**src/hdl/wav_pcm16_stream_parser_defines.svh**
```systemverilog
// Assertion helpers shared by the parser modules.
`ifndef WAV_PCM16_STREAM_PARSER_DEFINES_SVH
`define WAV_PCM16_STREAM_PARSER_DEFINES_SVH

// Same-cycle implication, held off during reset.
`define WPSP_ASSERT_NOW(label, clk, rst, ante, cons) \
  label: assert property (@(posedge clk) disable iff (rst) (ante) |-> (cons)) \
    else $error("wpsp assertion failed");

// Next-cycle implication, held off during reset.
`define WPSP_ASSERT_NEXT(label, clk, rst, ante, cons) \
  label: assert property (@(posedge clk) disable iff (rst) (ante) |=> (cons)) \
    else $error("wpsp assertion failed");

`endif

```
**src/hdl/wpsp_pkg.sv**
```systemverilog
package wpsp_pkg;

  localparam logic [31:0] TAG_RIFF = 32'h5249_4646;
  localparam logic [31:0] TAG_WAVE = 32'h5741_5645;
  localparam logic [31:0] TAG_FMT  = 32'h666D_7420;
  localparam logic [31:0] TAG_DATA = 32'h6461_7461;

  localparam logic [2:0] ST_OK          = 3'd0;
  localparam logic [2:0] ST_NOT_RIFF    = 3'd1;
  localparam logic [2:0] ST_NOT_WAVE    = 3'd2;
  localparam logic [2:0] ST_NO_FMT      = 3'd3;
  localparam logic [2:0] ST_NO_DATA     = 3'd4;
  localparam logic [2:0] ST_UNSUPPORTED = 3'd5;

  typedef struct packed {
    logic [7:0] data_byte;
    logic       end_of_file;
  } byte_item_t;

  typedef struct packed {
    logic               is_status;
    logic signed [15:0] sample_value;
    logic               chunk_start;
    logic [2:0]         status_code;
    logic [15:0]        channel_count;
    logic [31:0]        sample_rate_hz;
    logic [31:0]        total_samples;
    logic               last_result;
  } result_item_t;

  // What one byte leaves for the back end: a sample, a status, or both.
  typedef struct packed {
    logic               has_sample;
    logic signed [15:0] sample_value;
    logic               chunk_start;
    logic               has_status;
    logic [2:0]         status_code;
    logic [15:0]        channel_count;
    logic [31:0]        sample_rate_hz;
    logic [31:0]        total_samples;
  } event_t;

endpackage

```
**src/hdl/wpsp_front.sv**
```systemverilog
module wpsp_front
  import wpsp_pkg::*;
(
  input  logic       clk,
  input  logic       rst,
  input  logic       accept,
  input  byte_item_t item,
  output logic       push,
  output event_t     ev
);

  typedef enum logic [2:0] {
    PH_HEADER,
    PH_CHDR,
    PH_BODY,
    PH_PAD,
    PH_DEAD
  } phase_t;

  typedef enum logic [1:0] {
    CT_OTHER,
    CT_FMT,
    CT_DATA
  } chunk_t;

  phase_t      phase, phase_next;
  logic [3:0]  byte_position, byte_position_next;
  logic [31:0] tag_shift, tag_shift_next;
  logic [31:0] chunk_length, chunk_length_next;
  logic [31:0] bytes_left, bytes_left_next;
  logic [4:0]  body_offset, body_offset_next;   // saturates at 16
  chunk_t      chunk_type, chunk_type_next;
  logic [2:0]  header_error, header_error_next;
  logic [15:0] format_code, format_code_next;
  logic [15:0] channels_seen, channels_seen_next;
  logic [31:0] rate_seen, rate_seen_next;
  logic [15:0] bits_seen, bits_seen_next;
  logic        fmt_found, fmt_found_next;
  logic        data_found, data_found_next;
  logic        hold_valid, hold_valid_next;
  logic [7:0]  hold_byte, hold_byte_next;
  logic [31:0] sample_counter, sample_counter_next;
  logic [7:0]  b;

  assign b = item.data_byte;

  always_comb begin
    phase_next          = phase;
    byte_position_next  = byte_position;
    tag_shift_next      = tag_shift;
    chunk_length_next   = chunk_length;
    bytes_left_next     = bytes_left;
    body_offset_next    = body_offset;
    chunk_type_next     = chunk_type;
    header_error_next   = header_error;
    format_code_next    = format_code;
    channels_seen_next  = channels_seen;
    rate_seen_next      = rate_seen;
    bits_seen_next      = bits_seen;
    fmt_found_next      = fmt_found;
    data_found_next     = data_found;
    hold_valid_next     = hold_valid;
    hold_byte_next      = hold_byte;
    sample_counter_next = sample_counter;
    ev                  = '0;

    unique case (phase)
      PH_HEADER: begin
        tag_shift_next = {tag_shift[23:0], b};
        if (byte_position == 4'd3 && tag_shift_next != TAG_RIFF) begin
          header_error_next = ST_NOT_RIFF;
        end
        if (byte_position == 4'd11) begin
          if (header_error_next == ST_OK && tag_shift_next != TAG_WAVE) begin
            header_error_next = ST_NOT_WAVE;
          end
          phase_next         = (header_error_next != ST_OK) ? PH_DEAD : PH_CHDR;
          byte_position_next = '0;
        end else begin
          byte_position_next = byte_position + 4'd1;
        end
      end
      PH_CHDR: begin
        if (byte_position < 4'd4) begin
          tag_shift_next = {tag_shift[23:0], b};
          if (byte_position == 4'd3) begin
            priority if (tag_shift_next == TAG_FMT) begin
              chunk_type_next = CT_FMT;
            end else if (tag_shift_next == TAG_DATA) begin
              chunk_type_next = CT_DATA;
            end else begin
              chunk_type_next = CT_OTHER;
            end
          end
        end else begin
          chunk_length_next = {b, chunk_length[31:8]};
        end
        if (byte_position == 4'd7) begin
          byte_position_next = '0;
          bytes_left_next    = chunk_length_next;
          body_offset_next   = '0;
          if (chunk_type_next == CT_DATA) begin
            data_found_next     = 1'b1;
            sample_counter_next = '0;
            hold_valid_next     = 1'b0;
          end
          phase_next = (chunk_length_next == '0) ? PH_CHDR : PH_BODY;
        end else begin
          byte_position_next = byte_position + 4'd1;
        end
      end
      PH_BODY: begin
        if (chunk_type == CT_FMT && chunk_length >= 32'd16 && !body_offset[4]) begin
          unique case (body_offset[3:0])
            4'd0:  format_code_next[7:0]    = b;
            4'd1:  format_code_next[15:8]   = b;
            4'd2:  channels_seen_next[7:0]  = b;
            4'd3:  channels_seen_next[15:8] = b;
            4'd4:  rate_seen_next[7:0]      = b;
            4'd5:  rate_seen_next[15:8]     = b;
            4'd6:  rate_seen_next[23:16]    = b;
            4'd7:  rate_seen_next[31:24]    = b;
            4'd14: bits_seen_next[7:0]      = b;
            4'd15: begin
              bits_seen_next[15:8] = b;
              fmt_found_next       = 1'b1;
            end
            default: ;
          endcase
        end else if (chunk_type == CT_DATA) begin
          if (hold_valid) begin
            ev.has_sample       = 1'b1;
            ev.sample_value     = signed'({b, hold_byte});
            ev.chunk_start      = (sample_counter == '0);
            sample_counter_next = sample_counter + 32'd1;
            hold_valid_next     = 1'b0;
          end else begin
            hold_valid_next = 1'b1;
            hold_byte_next  = b;
          end
        end
        if (!body_offset[4]) begin
          body_offset_next = body_offset + 5'd1;
        end
        bytes_left_next = bytes_left - 32'd1;
        if (bytes_left == 32'd1) begin
          phase_next = chunk_length[0] ? PH_PAD : PH_CHDR;
        end
      end
      PH_PAD: begin
        phase_next         = PH_CHDR;
        byte_position_next = '0;
      end
      default: ;
    endcase

    if (item.end_of_file) begin
      ev.has_status     = 1'b1;
      ev.channel_count  = channels_seen_next;
      ev.sample_rate_hz = rate_seen_next;
      ev.total_samples  = sample_counter_next;
      priority if (phase_next == PH_HEADER) begin
        ev.status_code = ST_NOT_RIFF;
      end else if (phase_next == PH_DEAD) begin
        ev.status_code = header_error_next;
      end else if (!fmt_found_next) begin
        ev.status_code = ST_NO_FMT;
      end else if (!data_found_next) begin
        ev.status_code = ST_NO_DATA;
      end else if (format_code_next != 16'd1 || bits_seen_next != 16'd16) begin
        ev.status_code = ST_UNSUPPORTED;
      end else begin
        ev.status_code = ST_OK;
      end
    end
  end

  assign push = accept && (ev.has_sample || ev.has_status);

  always_ff @(posedge clk) begin
    if (rst || (accept && item.end_of_file)) begin
      phase          <= PH_HEADER;
      byte_position  <= '0;
      tag_shift      <= '0;
      chunk_length   <= '0;
      bytes_left     <= '0;
      body_offset    <= '0;
      chunk_type     <= CT_OTHER;
      header_error   <= ST_OK;
      format_code    <= '0;
      channels_seen  <= '0;
      rate_seen      <= '0;
      bits_seen      <= '0;
      fmt_found      <= 1'b0;
      data_found     <= 1'b0;
      hold_valid     <= 1'b0;
      hold_byte      <= '0;
      sample_counter <= '0;
    end else if (accept) begin
      phase          <= phase_next;
      byte_position  <= byte_position_next;
      tag_shift      <= tag_shift_next;
      chunk_length   <= chunk_length_next;
      bytes_left     <= bytes_left_next;
      body_offset    <= body_offset_next;
      chunk_type     <= chunk_type_next;
      header_error   <= header_error_next;
      format_code    <= format_code_next;
      channels_seen  <= channels_seen_next;
      rate_seen      <= rate_seen_next;
      bits_seen      <= bits_seen_next;
      fmt_found      <= fmt_found_next;
      data_found     <= data_found_next;
      hold_valid     <= hold_valid_next;
      hold_byte      <= hold_byte_next;
      sample_counter <= sample_counter_next;
    end
  end

endmodule

```
**src/hdl/wpsp_queue.sv**
```systemverilog
`include "wav_pcm16_stream_parser_defines.svh"

module wpsp_queue
  import wpsp_pkg::*;
#(
  parameter int DEPTH = 4
) (
  input  logic   clk,
  input  logic   rst,
  input  logic   push,
  input  event_t push_data,
  input  logic   pop,
  output event_t pop_data,
  output logic   full,
  output logic   empty
);

  localparam int PW = (DEPTH > 1) ? $clog2(DEPTH) : 1;
  localparam int CW = $clog2(DEPTH + 1);
  localparam logic [PW-1:0] LAST_PTR = PW'(DEPTH - 1);

  event_t        entries [DEPTH];
  logic [PW-1:0] wr_ptr;
  logic [PW-1:0] rd_ptr;
  logic [CW-1:0] count;

  assign full     = (count == CW'(DEPTH));
  assign empty    = (count == '0);
  assign pop_data = entries[rd_ptr];

  always_ff @(posedge clk) begin
    if (push) begin
      entries[wr_ptr] <= push_data;
    end
  end

  always_ff @(posedge clk) begin
    if (rst) begin
      wr_ptr <= '0;
      rd_ptr <= '0;
      count  <= '0;
    end else begin
      if (push) begin
        wr_ptr <= (wr_ptr == LAST_PTR) ? '0 : wr_ptr + PW'(1);
      end
      if (pop) begin
        rd_ptr <= (rd_ptr == LAST_PTR) ? '0 : rd_ptr + PW'(1);
      end
      unique case ({push, pop})
        2'b10:   count <= count + CW'(1);
        2'b01:   count <= count - CW'(1);
        default: count <= count;
      endcase
    end
  end

  `WPSP_ASSERT_NOW(a_no_push_full, clk, rst, push, !full)
  `WPSP_ASSERT_NOW(a_no_pop_empty, clk, rst, pop, !empty)
  `WPSP_ASSERT_NEXT(a_count_up, clk, rst, push && !pop, count == $past(count) + CW'(1))

endmodule

```
**src/hdl/wpsp_back.sv**
```systemverilog
`include "wav_pcm16_stream_parser_defines.svh"

module wpsp_back
  import wpsp_pkg::*;
(
  input  logic         clk,
  input  logic         rst,
  input  logic         q_empty,
  input  event_t       q_data,
  output logic         pop,
  output logic         result_valid,
  input  logic         result_ready,
  output result_item_t result_item
);

  event_t cur;
  logic   cur_valid;
  logic   sample_sent;
  logic   show_sample;
  logic   last_of_cur;
  logic   fire;

  assign show_sample  = cur.has_sample && !sample_sent;
  assign last_of_cur  = !show_sample || !cur.has_status;
  assign result_valid = cur_valid;
  assign fire         = result_valid && result_ready;
  assign pop          = !q_empty && (!cur_valid || (fire && last_of_cur));

  always_comb begin
    result_item = '0;
    if (show_sample) begin
      result_item.sample_value = cur.sample_value;
      result_item.chunk_start  = cur.chunk_start;
    end else begin
      result_item.is_status      = 1'b1;
      result_item.status_code    = cur.status_code;
      result_item.channel_count  = cur.channel_count;
      result_item.sample_rate_hz = cur.sample_rate_hz;
      result_item.total_samples  = cur.total_samples;
      result_item.last_result    = 1'b1;
    end
  end

  always_ff @(posedge clk) begin
    if (pop) begin
      cur <= q_data;
    end
  end

  always_ff @(posedge clk) begin
    if (rst) begin
      cur_valid   <= 1'b0;
      sample_sent <= 1'b0;
    end else if (pop) begin
      cur_valid   <= 1'b1;
      sample_sent <= 1'b0;
    end else if (fire) begin
      if (last_of_cur) begin
        cur_valid <= 1'b0;
      end else begin
        sample_sent <= 1'b1;
      end
    end
  end

  `WPSP_ASSERT_NOW(a_cur_not_blank, clk, rst, cur_valid, cur.has_sample || cur.has_status)
  `WPSP_ASSERT_NEXT(a_status_follows, clk, rst, fire && !last_of_cur,
                    result_valid && result_item.is_status)
  `WPSP_ASSERT_NOW(a_status_clean, clk, rst, result_valid && result_item.is_status,
                   result_item.sample_value == '0 && !result_item.chunk_start)

endmodule

```
**src/hdl/wav_pcm16_stream_parser.sv**
```systemverilog
// Channel   Handshake                    Payload
// bytes     byte_valid / byte_ready      byte_item   (data_byte, end_of_file)
// results   result_valid / result_ready  result_item (sample or final status)
//
// One byte is taken per cycle while byte_ready is high; a byte that completes a sample and ends the
// file gives two results, which leave one per cycle while result_ready is high.
// The parser updates all of its state in the cycle a byte is taken; results
// reach the port through the event queue and the back end's holding register.
// byte_ready drops only while the QUEUE_DEPTH-entry event queue is full.
// rst is synchronous and clears parser state, queue and output holding.
module wav_pcm16_stream_parser
  import wpsp_pkg::*;
#(
  parameter int QUEUE_DEPTH = 4
) (
  input  logic         clk,
  input  logic         rst,
  input  logic         byte_valid,
  output logic         byte_ready,
  input  byte_item_t   byte_item,
  output logic         result_valid,
  input  logic         result_ready,
  output result_item_t result_item
);

  logic   accept;
  logic   push;
  event_t push_data;
  logic   pop;
  event_t pop_data;
  logic   q_full;
  logic   q_empty;

  assign byte_ready = !q_full;
  assign accept     = byte_valid && byte_ready;

  wpsp_front u_front (
    .clk    (clk),
    .rst    (rst),
    .accept (accept),
    .item   (byte_item),
    .push   (push),
    .ev     (push_data)
  );

  wpsp_queue #(
    .DEPTH (QUEUE_DEPTH)
  ) u_queue (
    .clk       (clk),
    .rst       (rst),
    .push      (push),
    .push_data (push_data),
    .pop       (pop),
    .pop_data  (pop_data),
    .full      (q_full),
    .empty     (q_empty)
  );

  wpsp_back u_back (
    .clk          (clk),
    .rst          (rst),
    .q_empty      (q_empty),
    .q_data       (pop_data),
    .pop          (pop),
    .result_valid (result_valid),
    .result_ready (result_ready),
    .result_item  (result_item)
  );

endmodule

```
**config.mk**
```make
export PLATFORM = sky130hd
export DESIGN_NAME = wav_pcm16_stream_parser
export DESIGN_NICKNAME = d
export VERILOG_FILES = /design/src/hdl/wpsp_pkg.sv /design/src/hdl/wpsp_front.sv /design/src/hdl/wpsp_queue.sv /design/src/hdl/wpsp_back.sv /design/src/hdl/wav_pcm16_stream_parser.sv
export VERILOG_INCLUDE_DIRS = /design/src /design/src/hdl
export SDC_FILE = /design/constraint.sdc
export NUM_CORES = 1
export LEC_CHECK = 0
export BUFFER_PORTS_ARGS = -buffer_cell sky130_fd_sc_hd__buf_2
export CORE_MARGIN = 4
export CORE_UTILIZATION = 50
export CTS_CLUSTER_DIAMETER = 100
export DETAILED_ROUTE_END_ITERATION = 7
export PLACE_DENSITY = 0.71
export RECOVER_POWER = 100
export SLEW_MARGIN = 20
export SYNTH_ARGS = -nofsm -noshare
export SYNTH_HDL_FRONTEND = slang
export SYNTH_SLANG_ARGS = --single-unit
```
**constraint.sdc**
```tcl
create_clock -name clk -period 16.57 [get_ports clk]
set_clock_uncertainty 0.1 [all_clocks]
set_input_delay 1.657 -clock clk [delete_from_list [all_inputs] [get_ports clk]]
set_output_delay 1.657 -clock clk [all_outputs]
set_load 0.01 [all_outputs]
```
# Yosys cells after proc, flatten, opt, wreduce, memory -nomap -nowiden
# Memory sizes are Yosys's and may differ from the RTL's. A register that Yosys moved wholly into a read port is not among the register bits.
# Index checks and enable logic that the tools add are counted.
[totals]
regBits = 237
mem_bits_rw = 408
latchBits = 0
input_bits = 13
word_cells = 209
n_memories = 1
mem_bits_ro = 0
[classes]
div = 0
n_eq_ne = 37
magnitude_cmp = 2
multipliers = 0
n_addsub = 8
n_bitwise = 3
shift = 0
n_reduce_logical = 47
muxes = 88
[memory_table]
columns = ["name", "words", "word_bits", "rd", "rd_ports_with_merged_regs", "wr", "line_no", "source"]
rows = [
  ["u_queue.entries", 4, 102, 1, 1, 1, "wpsp_queue.sv:22", "event_t entries [DEPTH];"],
]
[ops]
columns = ["operator", "count"]
rows = [
  ["32-bit 2-to-1 mux", 10],
  ["84-bit 2-to-1 mux", 2],
  ["32-bit case mux with 2 select lines", 2],
  ["16-bit 2-to-1 mux", 6],
  ["8-bit 2-to-1 mux", 10],
  ["18-bit 2-to-1 mux", 4],
  ["32-bit by 31-bit == test with 1-bit output (second input constant)", 2],
  ["32-bit zero test", 2],
  ["32-bit by 31-bit inequality test with 1-bit output (second input constant)", 2],
  ["3-bit 2-to-1 mux", 16],
  ["24-bit case mux with 2 select lines", 1],
  ["32-bit by 1-bit adder with 32-bit output (second input constant)", 1],
  ["32-bit by 1-bit == test with 1-bit output (second input constant)", 1],
  ["32-bit by 5-bit greater-or-equal comparator with 1-bit output (second input constant)", 1],
  ["32-bit by 1-bit subtractor with 32-bit output (second input constant)", 1],
  ["24-bit 2-to-1 mux", 1],
  ["4-bit by 3-bit == test with 1-bit output (second input constant)", 5],
  ["2-bit 2-to-1 mux", 9],
  ["1-bit 2-to-1 mux", 17],
  ["17-bit 2-to-1 mux", 1],
  ["16-bit by 1-bit inequality test with 1-bit output (second input constant)", 1],
  ["16-bit by 5-bit inequality test with 1-bit output (second input constant)", 1],
  ["4-bit by 2-bit == test with 1-bit output (second input constant)", 3],
  ["4-bit == test (second input constant)", 3],
  ["other kinds (35)", 83],
]

# Longest topological paths before layout
# Gate-level depths: netlist (run 1).
[depth]
depth_word = 21
mapped_depth = 12

# By module
# A second synthesis (run 1) with hierarchy kept.
[unflattened]
cells_unflattened = 2503
hier_area_um2 = 31741.7
[modules_own_cells]
columns = ["module", "instances", "area_each_um2", "seq_area_each_um2", "cells_per_inst"]
rows = [
  ["wpsp_queue", 1, 15159.5, 12431.9, 580],
  ["wpsp_front", 1, 12690.9, 4564.4, 1696],
  ["wpsp_back", 1, 3881.2, 3103.0, 225],
  ["wav_pcm16_stream_parser", 1, 10.0, 0.0, 2],
]

# Worst setup path after synthesis (run 1)
# OpenSTA, ideal clock, no wires.
[synth_path]
path_type = "input to register"
start = "input result_ready"
end = "register u_queue.count[2]"
n_path_buf = 0
setup_slack_ps = 7717
t_arrival_ps = 8682
stages = 8
path_cell_list = "nand2_1 a21oi_1 ha_1 inv_1 fa_1 xor2_1 or3_1 a21oi_1"
[synth_between]
elab_chain_len = 6
word_cells_on_any_way = 8
classes_between = "eq/ne (2); mux (1); reduce/logical (5)"
[synth_rtl]
columns = ["item", "line_no", "source"]
rows = [
  ["from (decl)", "wav_pcm16_stream_parser.sv:22", "input logic result_ready,"],
  ["1-bit logical AND (*)", "wpsp_back.sv:26", "assign fire = result_valid && result_ready;"],
  ["1-bit logical AND (*)", "wpsp_back.sv:27", "assign pop = !q_empty && (!cur_valid || (fire && last_of_cur));"],
  ["1-bit logical OR (*)", "wpsp_back.sv:27", ""],
  ["1-bit logical AND (*)", "wpsp_back.sv:27", ""],
  ["named net pop", "wav_pcm16_stream_parser.sv:29", "logic pop;"],
  ["2-bit by 1-bit == test with 1-bit output or 2-bit == test (tied branches)", "wpsp_queue.sv:49", "unique case ({push, pop})"],
  ["3-bit case mux with 2 select lines or 2-bit nonzero test (tied branches)", "n/a", ""],
  ["to (signal assigned)", "wpsp_queue.sv:50", "2'b10: count <= count + CW'(1);"],
  ["to (signal assigned)", "wpsp_queue.sv:51", "2'b01: count <= count - CW'(1);"],
  ["to (signal assigned)", "wpsp_queue.sv:52", "default: count <= count;"],
  ["to (decl)", "wpsp_queue.sv:25", "logic [CW-1:0] count;"],
]
# Mark *: on every way through the listed nets, which the timed path passes. The rest lies on a longest branch.
# A chain may end at the register's enable or synchronous reset.

# Worst setup path after layout (run 1)
[layout_path]
start = "register u_front.chunk_type[0]"
end = "memory u_queue.entries[3][38] (netlist name) (enable)"
[layout_between]
elab_chain_len = 9
word_cells_on_any_way = 11
classes_between = "eq/ne (2); mux (5); reduce/logical (4)"
[layout_rtl]
columns = ["item", "line_no", "source"]
rows = [
  ["from (decl)", "wpsp_front.sv:32", "chunk_t chunk_type, chunk_type_next;"],
  ["from (signal assigned)", "wpsp_front.sv:206", "chunk_type <= chunk_type_next;"],
  ["2-bit by 1-bit == test with 1-bit output", "wpsp_front.sv:113", "if (chunk_type == CT_FMT && chunk_length >= 32'd16 && !body_offset[4]) begin"],
  ["1-bit logical AND (2 in a row)", "wpsp_front.sv:113", ""],
  ["18-bit 2-to-1 mux (*)", "wpsp_front.sv:113", ""],
  ["18-bit 2-to-1 mux (*)", "wpsp_front.sv:67", "unique case (phase)"],
  ["1-bit logical OR (*)", "wpsp_front.sv:178", "assign push = accept && (ev.has_sample || ev.has_status);"],
  ["1-bit logical AND (*)", "wpsp_front.sv:178", ""],
  ["1-bit 2-to-1 mux (*)", "wpsp_queue.sv:32", "if (push) begin"],
  ["1-bit 2-to-1 mux (not written as such) (*)", "wpsp_queue.sv:33", "entries[wr_ptr] <= push_data;"],
  ["to (decl)", "wpsp_queue.sv:22", ""],
]
# Every way passes the cells marked *; elsewhere a longest branch is shown, timed or not.

==> metrics.md, run 1 <==
| Metric | Value |
|---|---|
| Fin. max-slew vios | `1158` |
| I/O Buffers | `about 120` |
| Total number of vias | `20768` |
| Leading cell type in the layout, fill and taps excluded | `edfxtp_1` |
| Post-synthesis async set-or-reset flop share | `0%` |
| Core box area | `a little over 60000 um^2` |
| Htree depth | `3` |
| Die W | `258 um` |
| Leak | `11.3 nW` |
| Final Total Pwr | `4.97 mW` |
| Total CTS buffers | `77` |
| Avg WL per Cell | `approximately 21 um` |
| Outcome | `complete, but fails checks` |
| Gpl congestion | `0.940` |
| DRC | `0` |
| Worst-margin pin slew | `4.61 ns` |
| Seq cells post-synth | `747` |
| DP Worst Slack | `between 10 and 15 ns` |
| Ys flop type | `edfxtp_1` |
| Final wirelength | `74200 um` |
| Number of global-route vias before repair | `20010` |
| Overflow after GRT | `0` |
| Crit end category | `flip-flop` |
| Min-delay worst type | `flip-flop to flip-flop` |
| Seq/Total Area, Yosys | `64.3%` |
| Row count | `91` |
| Worst-path clk slew | `0.06 ns` |
| Synthesized area per cell | `12.4 um^2` |
| CTS tree | `built` |
| Initial Util | `50.6%` |
| Worst VDD drop | `0.0994 mV` |
| Slowest Stage Delay on Critical Path | `3.35 ns` |
| Layout fillers | `5061` |
| Register area | `20100 um^2` |
| Syn Inst Count | `2513` |
| Design Area, Final | `34800 um^2` |
| Endpoints failing setup | `0` |
| Syn-to-layout area delta | `11.4%` |
| Final hold violations | `0` |
| CP max FO | `53` |
| Syn Nets | `roughly 2500` |
| Yosys cell types | `77` |
| Commonest non-fill, non-tap cells in the layout | `edfxtp_1 (510), nand2_1 (271), dfxtp_1 (236)` |
| Worst hold slack | `roughly 0.37 ns` |
| Post-DRT Antenna Nets | `0` |
| Period minus WS final | `8.70 ns` |
| Synthesis Warnings | `0` |
| Die Span Y | `approximately 260 um` |
| Maximum clock path buffer count | `3` |
| Req. time, crit path | `16.65 ns` |
| Final worst slack | `7.87 ns` |
| Worst rel slew slack | `-207%` |
| Failing checks | `capacitance limit, slew limit` |
| GRT Total Usage | `between 20% and 30%` |
| Setup TNS | `0 ns` |
| Die Footprint | `66500 um^2` |
| PwrDens | `between 100 and 150 nW/um^2` |
| Final period util | `52.5%` |
| Area post-placement | `32300 um^2` |
| Vias per cell | `6.01` |
| Fraction of layout cells with a size suffix above 1 | `11.8%` |
| WP data arrival | `8.77 ns` |
| Post-CTS sizing | `0` |
| Post-DP HPWL | `45500 um` |
| CTS Hold Bufs | `0` |
| Kind of critical path | `flip-flop to flip-flop` |
| Pre-antenna DRT Iters | `6` |
| CP max stage cell | `and2_0` |
| Nets | `2585` |
| # diodes | `0` |
| Initial antenna violation count | `2` |
| Max cap viols | `19` |
| Finished Layout Cells | `3456` |
| Clk Latency, worst-skew pair | `0.63 ns` |
| CP cell instances | `nand2b_1 -> nor2_1 -> nand2_1 -> a21oi_1 -> and2_0 -> clkbuf_1` |
| RSZ-0062 raised after global routing | `no` |
| Post-synth EDFFs | `510` |
| Post CTS Setup Buffer Count | `0` |
| Post-layout util | `56.4%` |
| FMAX | `0.115 GHz` |
| CP Launch Type | `flip-flop` |
| Number of DRC markers in iteration 0 | `approximately 2300` |
| Clock sink count | `~750` |
| Global-route wire length before repair | `around 120000 um` |
| I/O pin count | `about 120` |
| Largest net degree at the start of global routing | `94` |
| Clk root buf | `clkbuf_16` |
| Synthesized area | `between 30000 and 40000 um^2` |
| Multi-input logic area | `10300 um^2` |
| Placed Cells | `3314` |
cell usage after synthesis (5+ instances only):
cell	number	share of area (%)
edfxtp_1	510	49
nand2_1	270	3.2
dfxtp_1	237	15
a21oi_1	209	3.4
nor2_1	172	2.1
o21ai_0	146	2.3
clkbuf_1	125	1.5
nand3_1	124	2.0
and2_1	111	2.2
mux4_2	102	7.4
nor3_1	57	0.91
mux2i_1	49	1.6
nor4_1	36	0.72
inv_1	32	0.38
and3_1	26	0.52
buf_2	25	0.40
nand4_1	21	0.42
a211oi_1	18	0.43
buf_1	18	0.22
or3_1	16	0.32
ha_1	15	0.60
a31oi_1	11	0.22
o21ai_1	11	0.18
o31ai_1	10	0.24
nand2b_1	9	0.18
a22oi_1	8	0.19
o22ai_1	7	0.14
a21o_1	6	0.14
a311oi_1	6	0.17
nand3_2	6	0.19
nand3b_1	6	0.14
o211a_1	6	0.19
o211ai_1	6	0.14
or2_2	6	0.12
a32o_1	5	0.16
buf_4	5	0.12
nor2b_1	5	0.10
nor3b_1	5	0.12
nor4b_1	5	0.14
final timing paths:
check	start	end	slack [ns]	depth (start not counted)
setup / recovery	u_front.chunk_type[0]	u_queue.entries[3][38]	7.87	6
hold reg to reg	u_front.tag_shift[22]	u_front.tag_shift[22]	0.37	2
hold / removal	u_front.tag_shift[22]	u_front.tag_shift[22]	0.37	2
setup reg to reg	u_front.chunk_type[0]	u_queue.entries[3][38]	7.87	6
per-layer routing:
layer / part of all wire, % / vias to the layer above / global-route usage, %
met1: 42 / 10288 / 30.5
met3: 7.3 / 128 / 3.47
met2: 48 / 875 / 36.0
met5: 0 / - / 0
li1: - / 9477 / -
met4: 2.4 / 0 / 6.57
final cells by class:
type / count / area share, %
repair buffers: 138 / 1.77
multi-input cells: 1560 / 29.7
inverters: 32 / 0.349
clock inverters: 38 / 1.43
flip-flops and latches: 747 / 57.7
well taps: 837 / 3.01
clock buffers: 104 / 6.06
registers in the layout, indices dropped and copies added (netlist names), 2 cells and up:
name / cells
u_back.cur: 102
u_front.bits_seen: 16
u_front.body_offset: 5
u_front.byte_position: 4
u_front.bytes_left: 32
u_front.channels_seen: 16
u_front.chunk_length: 32
u_front.chunk_type: 2
u_front.format_code: 16
u_front.header_error: 3
u_front.hold_byte: 8
u_front.phase: 3
u_front.rate_seen: 32
u_front.sample_counter: 32
u_front.tag_shift: 24
u_queue.count: 3
u_queue.entries: 408
u_queue.rd_ptr: 2
u_queue.wr_ptr: 2
logic make-up (layout without fill, tap and decap cells):
kind of cell               count (synthesis)  after routing  share of synthesized area, %
DFF                                      747            747                          64.3
and+or+nand+nor                          899            899                          14.2
xor gates and xnor gates                   4              4                         0.112
buffers and inverters                    206            312                          2.64
AOI/OAI and AO/OA                        486            486                          9.07
muxes                                    155            155                          9.08
adders and majority gates                 16             16                         0.666
critical path, delay by kind of cell (launching register included):
kind	cells	cell delay, ns
buf+inv	1	2.24
compound gates	1	0.47
flops	1	0.32
simple gates	4	5.04
power breakdown:
part	switching (mW)	internal [mW]	total (mW)
Clock	0.734	1.02	1.75
Sequential	0.0828	2.26	2.34
Combinational	0.508	0.372	0.880
Power figures use the tool's default switching activity.
==> run 2, diff against run 1 <==
- ABC_AREA: not set -> 1
- clock period: 16.57 -> 8.7 ns (I/O delays scaled with it)
==> run 2 against run 1 <==
Against the previous run:
- the run still ends with capacitance limit, slew limit left
- cell area is 5.5% higher
- non-clock buffer count is 13 higher
- sequential share of layout area is 3.0 points lower
- count of clock-buffer cells in the layout is 3 higher
==> metrics.md, run 2 <==
| Metric | Value |
|---|---|
| Outcome | `complete, but fails checks` |
| Failing checks | `capacitance limit, slew limit` |
| FMAX | `around 0.16 GHz` |
| Post-CTS sizing | `0` |
| Syn Inst Count | `3556` |
| Die Footprint | `70600 um^2` |
| Design Area, Final | `36700 um^2` |
| RR Endpoint | `u_front.bytes_left[10]` |
| Leading cell type in the layout, fill and taps excluded | `nor2_1` |
| CP Launch Type | `flip-flop` |
| Post-DRT Antenna Nets | `0` |
| Period minus WS final | `approximately 6.2 ns` |
| Fraction of layout cells with a size suffix above 1 | `6.48%` |
| Kind of critical path | `flip-flop to flip-flop` |
| Hold path depth | `2` |
| Post-synth EDFFs | `510` |
| Post-synthesis async set-or-reset flop share | `0%` |
| Top-count cell post-synth | `nor2_1` |
| Yosys cell types | `56` |
| Syn-to-layout area delta | `10.5%` |
| Most frequent CP cell | `inv_2` |
| Clk Latency, worst-skew pair | `0.63 ns` |
| Core box area | `roughly 66000 um^2` |
| Crit end category | `flip-flop` |
| Flop-to-flop setup slack | `2.48 ns` |
| Pre-antenna DRT Iters | `6` |
| Worst-margin pin slew | `~3.0 ns` |
| Global-route wire length before repair | `125000 um` |
| Final period util | `71.5%` |
| Biggest regs | `u_queue.entries: 408 flops, u_back.cur: 102 flops` |
| CTS Hold Bufs | `0` |
| Req. time, crit path | `between 9 and 10 ns` |
| Post CTS Setup Buffer Count | `0` |
| Buf/Inv on CP | `4` |
| Final wirelength | `78300 um` |
| I/O pin count | `117` |
| Max reg flops | `408` |
| HP Start | `u_front.data_found` |
| Post-DP HPWL | `46900 um` |
| GRT Total Usage | `between 20% and 30%` |
| Worst rel slew slack | `-102%` |
| Seq/Total Area, Yosys | `60.4%` |
| Area leader, netlist | `edfxtp_1` |
| Overflow after GRT | `0` |
| Nets | `~3600` |
| Synthesis Warnings | `0` |
| Top cells by area, synth | `edfxtp_1 (46%), dfxtp_1 (14%), o21ai_0 (6.6%)` |
| Total CTS buffers | `77` |
| Seq cells post-synth | `747` |
| Initial Util | `about half` |
| Largest net degree at the start of global routing | `106` |
| Synthesized area | `33200 um^2` |
| CP cell instances | `nor2_1 -> nand2_1 -> clkbuf_1 -> nand2_4 -> inv_1 -> nor2_4 -> inv_2 -> nor2_8 -> inv_2 -> o221ai_1 -> o21ai_0 -> a21oi_1` |
| DRC | `0` |
| Area post-placement | `34300 um^2` |
| Multi-input logic area | `10700 um^2` |
| Gpl congestion | `0.861` |
| Endpoints failing setup | `0` |
| CP max stage cell | `clkbuf_1` |
| Worst min-delay path endpoint | `u_front.data_found` |
| Worst VDD drop | `0.186 mV` |
| Number of global-route vias before repair | `23497` |
| Die Span Y | `266 um` |
| Die W | `between 200 and 300 um` |
| Setup TNS | `0 ns` |
| Fin. max-slew vios | `408` |
| Final hold violations | `0` |
| Avg WL per Cell | `17.4 um` |
| Leak | `14.1 nW` |
| Clk root buf | `clkbuf_16` |
| Ys flop type | `edfxtp_1` |
| Max cap viols | `8` |
| I/O Buffers | `116` |
| Row count | `94` |
| Min-delay worst type | `flip-flop to flip-flop` |
| Worst R2R Path Depth | `12` |
| Syn Nets | `3585` |
| Post-synth top cells | `nor2_1 (543), edfxtp_1 (510), nand2_1 (442)` |
| Maximum clock path buffer count | `3` |
| Reg2Reg Launch Point | `u_front.phase[2]` |
| Layout fillers | `5675` |
| CTS tree | `built` |
| CP max FO | `52` |
| Synthesized area per cell | `9.34 um^2` |
| Number of DRC markers in iteration 0 | `between 2000 and 2500` |
| Slowest Stage Delay on Critical Path | `1.45 ns` |
| WP data arrival | `6.61 ns` |
| Commonest non-fill, non-tap cells in the layout | `nor2_1 (539), edfxtp_1 (510), o21ai_0 (471)` |
| Clock sink count | `747` |
| Total number of vias | `24722` |
| RSZ-0062 raised after global routing | `no` |
| Worst-path clk slew | `0.06 ns` |
| Register area | `20100 um^2` |
| Delay-heaviest family, CP | `buffers and inverters` |
| Vias per cell | `roughly 5.5` |
| Htree depth | `3` |
| PwrDens | `297 nW/um^2` |
| Initial antenna violation count | `3` |
| Most flops, register | `u_queue.entries` |
| Share of the synthesized area in the top cell type | `46.1%` |
==> run 2: changes by cell type in the layout (fill, tap and decap cells not counted), sizes merged, moves of 97 or more <==
cell,change
nor2,+393
inv,+375
o21ai,+342
nand2,+184
and2,-111
mux4,-102
o22ai,+97
==> run 2: worst register-to-register path, cell delays in order (launching register included) <==
cell and delay [ns]:
dfxtp_1 0.42, nor2_1 0.09, nand2_1 0.95, clkbuf_1 1.45
nand2_4 0.57, inv_1 0.67, nor2_4 0.07, inv_2 0.51
nor2_8 0.16, inv_2 0.64, o221ai_1 0.20, o21ai_0 0.16
a21oi_1 0.10
==> run 2: metrics by stage <==
| step | total power, mW | instances | worst slack [ns] | hold slack [ns] | utilization (%) |
|---|---|---|---|---|---|
| 3_3_place_gp | 7.62 | 4364 | 3.95 | 0.343 | 52.2 |
| 4_1_cts | 11.0 | 4507 | 4.24 | 0.358 | 56.1 |
| 6_report | 10.9 | 4509 | 2.48 | 0.360 | 55.8 |
| 3_5_place_dp | 7.69 | 4364 | 3.90 | 0.349 | 52.2 |
| 5_1_grt | 11.5 | 4509 | 2.00 | 0.387 | 55.8 |
| 2_1_floorplan | 6.75 | 3556 | 1.57 | 0.334 | - |
==> run 2: logic make-up (layout without fill, tap and decap cells) <==
kind of cell	after synthesis	after routing	share of synthesized area (%)
mux	3	3	0.0905
buf+inv	613	701	7.24
simple gates	1227	1227	15.7
compound gates	929	929	15.4
xor+xnor	21	21	0.554
flops	747	747	60.4
fa+ha+maj	16	16	0.626
other cells	0	1	0
==> run 2: layout make-up <==
cell class / instances / area share, %
timing repair buffer: 151 / 1.90
tap: 864 / 2.95
sequential: 747 / 54.7
clock buffer: 107 / 6.04
antenna: 1 / 0.00682
inverter: 407 / 4.20
multi-input combinational: 2196 / 29.2
clock inverter: 36 / 1.02
==> run 2: how the worst max path moves through the flow <==
| stage | start | end | slack (ns) | cells after the start |
|---|---|---|---|---|
| after floorplan | result_ready | u_queue.count[2] | 1.57 | 11 |
| after global placement | byte_valid | u_front.rate_seen[9] | 3.95 | 11 |
| after detailed placement | byte_valid | u_front.bits_seen[3] | 3.90 | 11 |
| after CTS | u_front.phase[2] | u_queue.entries[3][13] | 4.24 | 6 |
| after global routing | u_queue.rd_ptr[0] | u_back.cur[101] | 2.00 | 5 |
| final | u_front.phase[2] | u_front.bytes_left[10] | 2.48 | 12 |
==> run 2: per-layer routing <==
metal | global-route usage [%] | up-vias | wire, um
li1 | - | 12187 | -
met2 | 36.2 | 789 | 37500
met1 | 29.5 | 11609 | 33900
met3 | 3.07 | 135 | 4900
met5 | 0 | - | 7
met4 | 7.43 | 2 | 2070
==> run 2: report_power, final <==
group / internal (mW) / leakage, nW / switching [mW]
logic: 0.795 / 6.09 / 2.02
registers: 4.49 / 6.75 / 0.251
clock network: 1.95 / 1.25 / 1.39
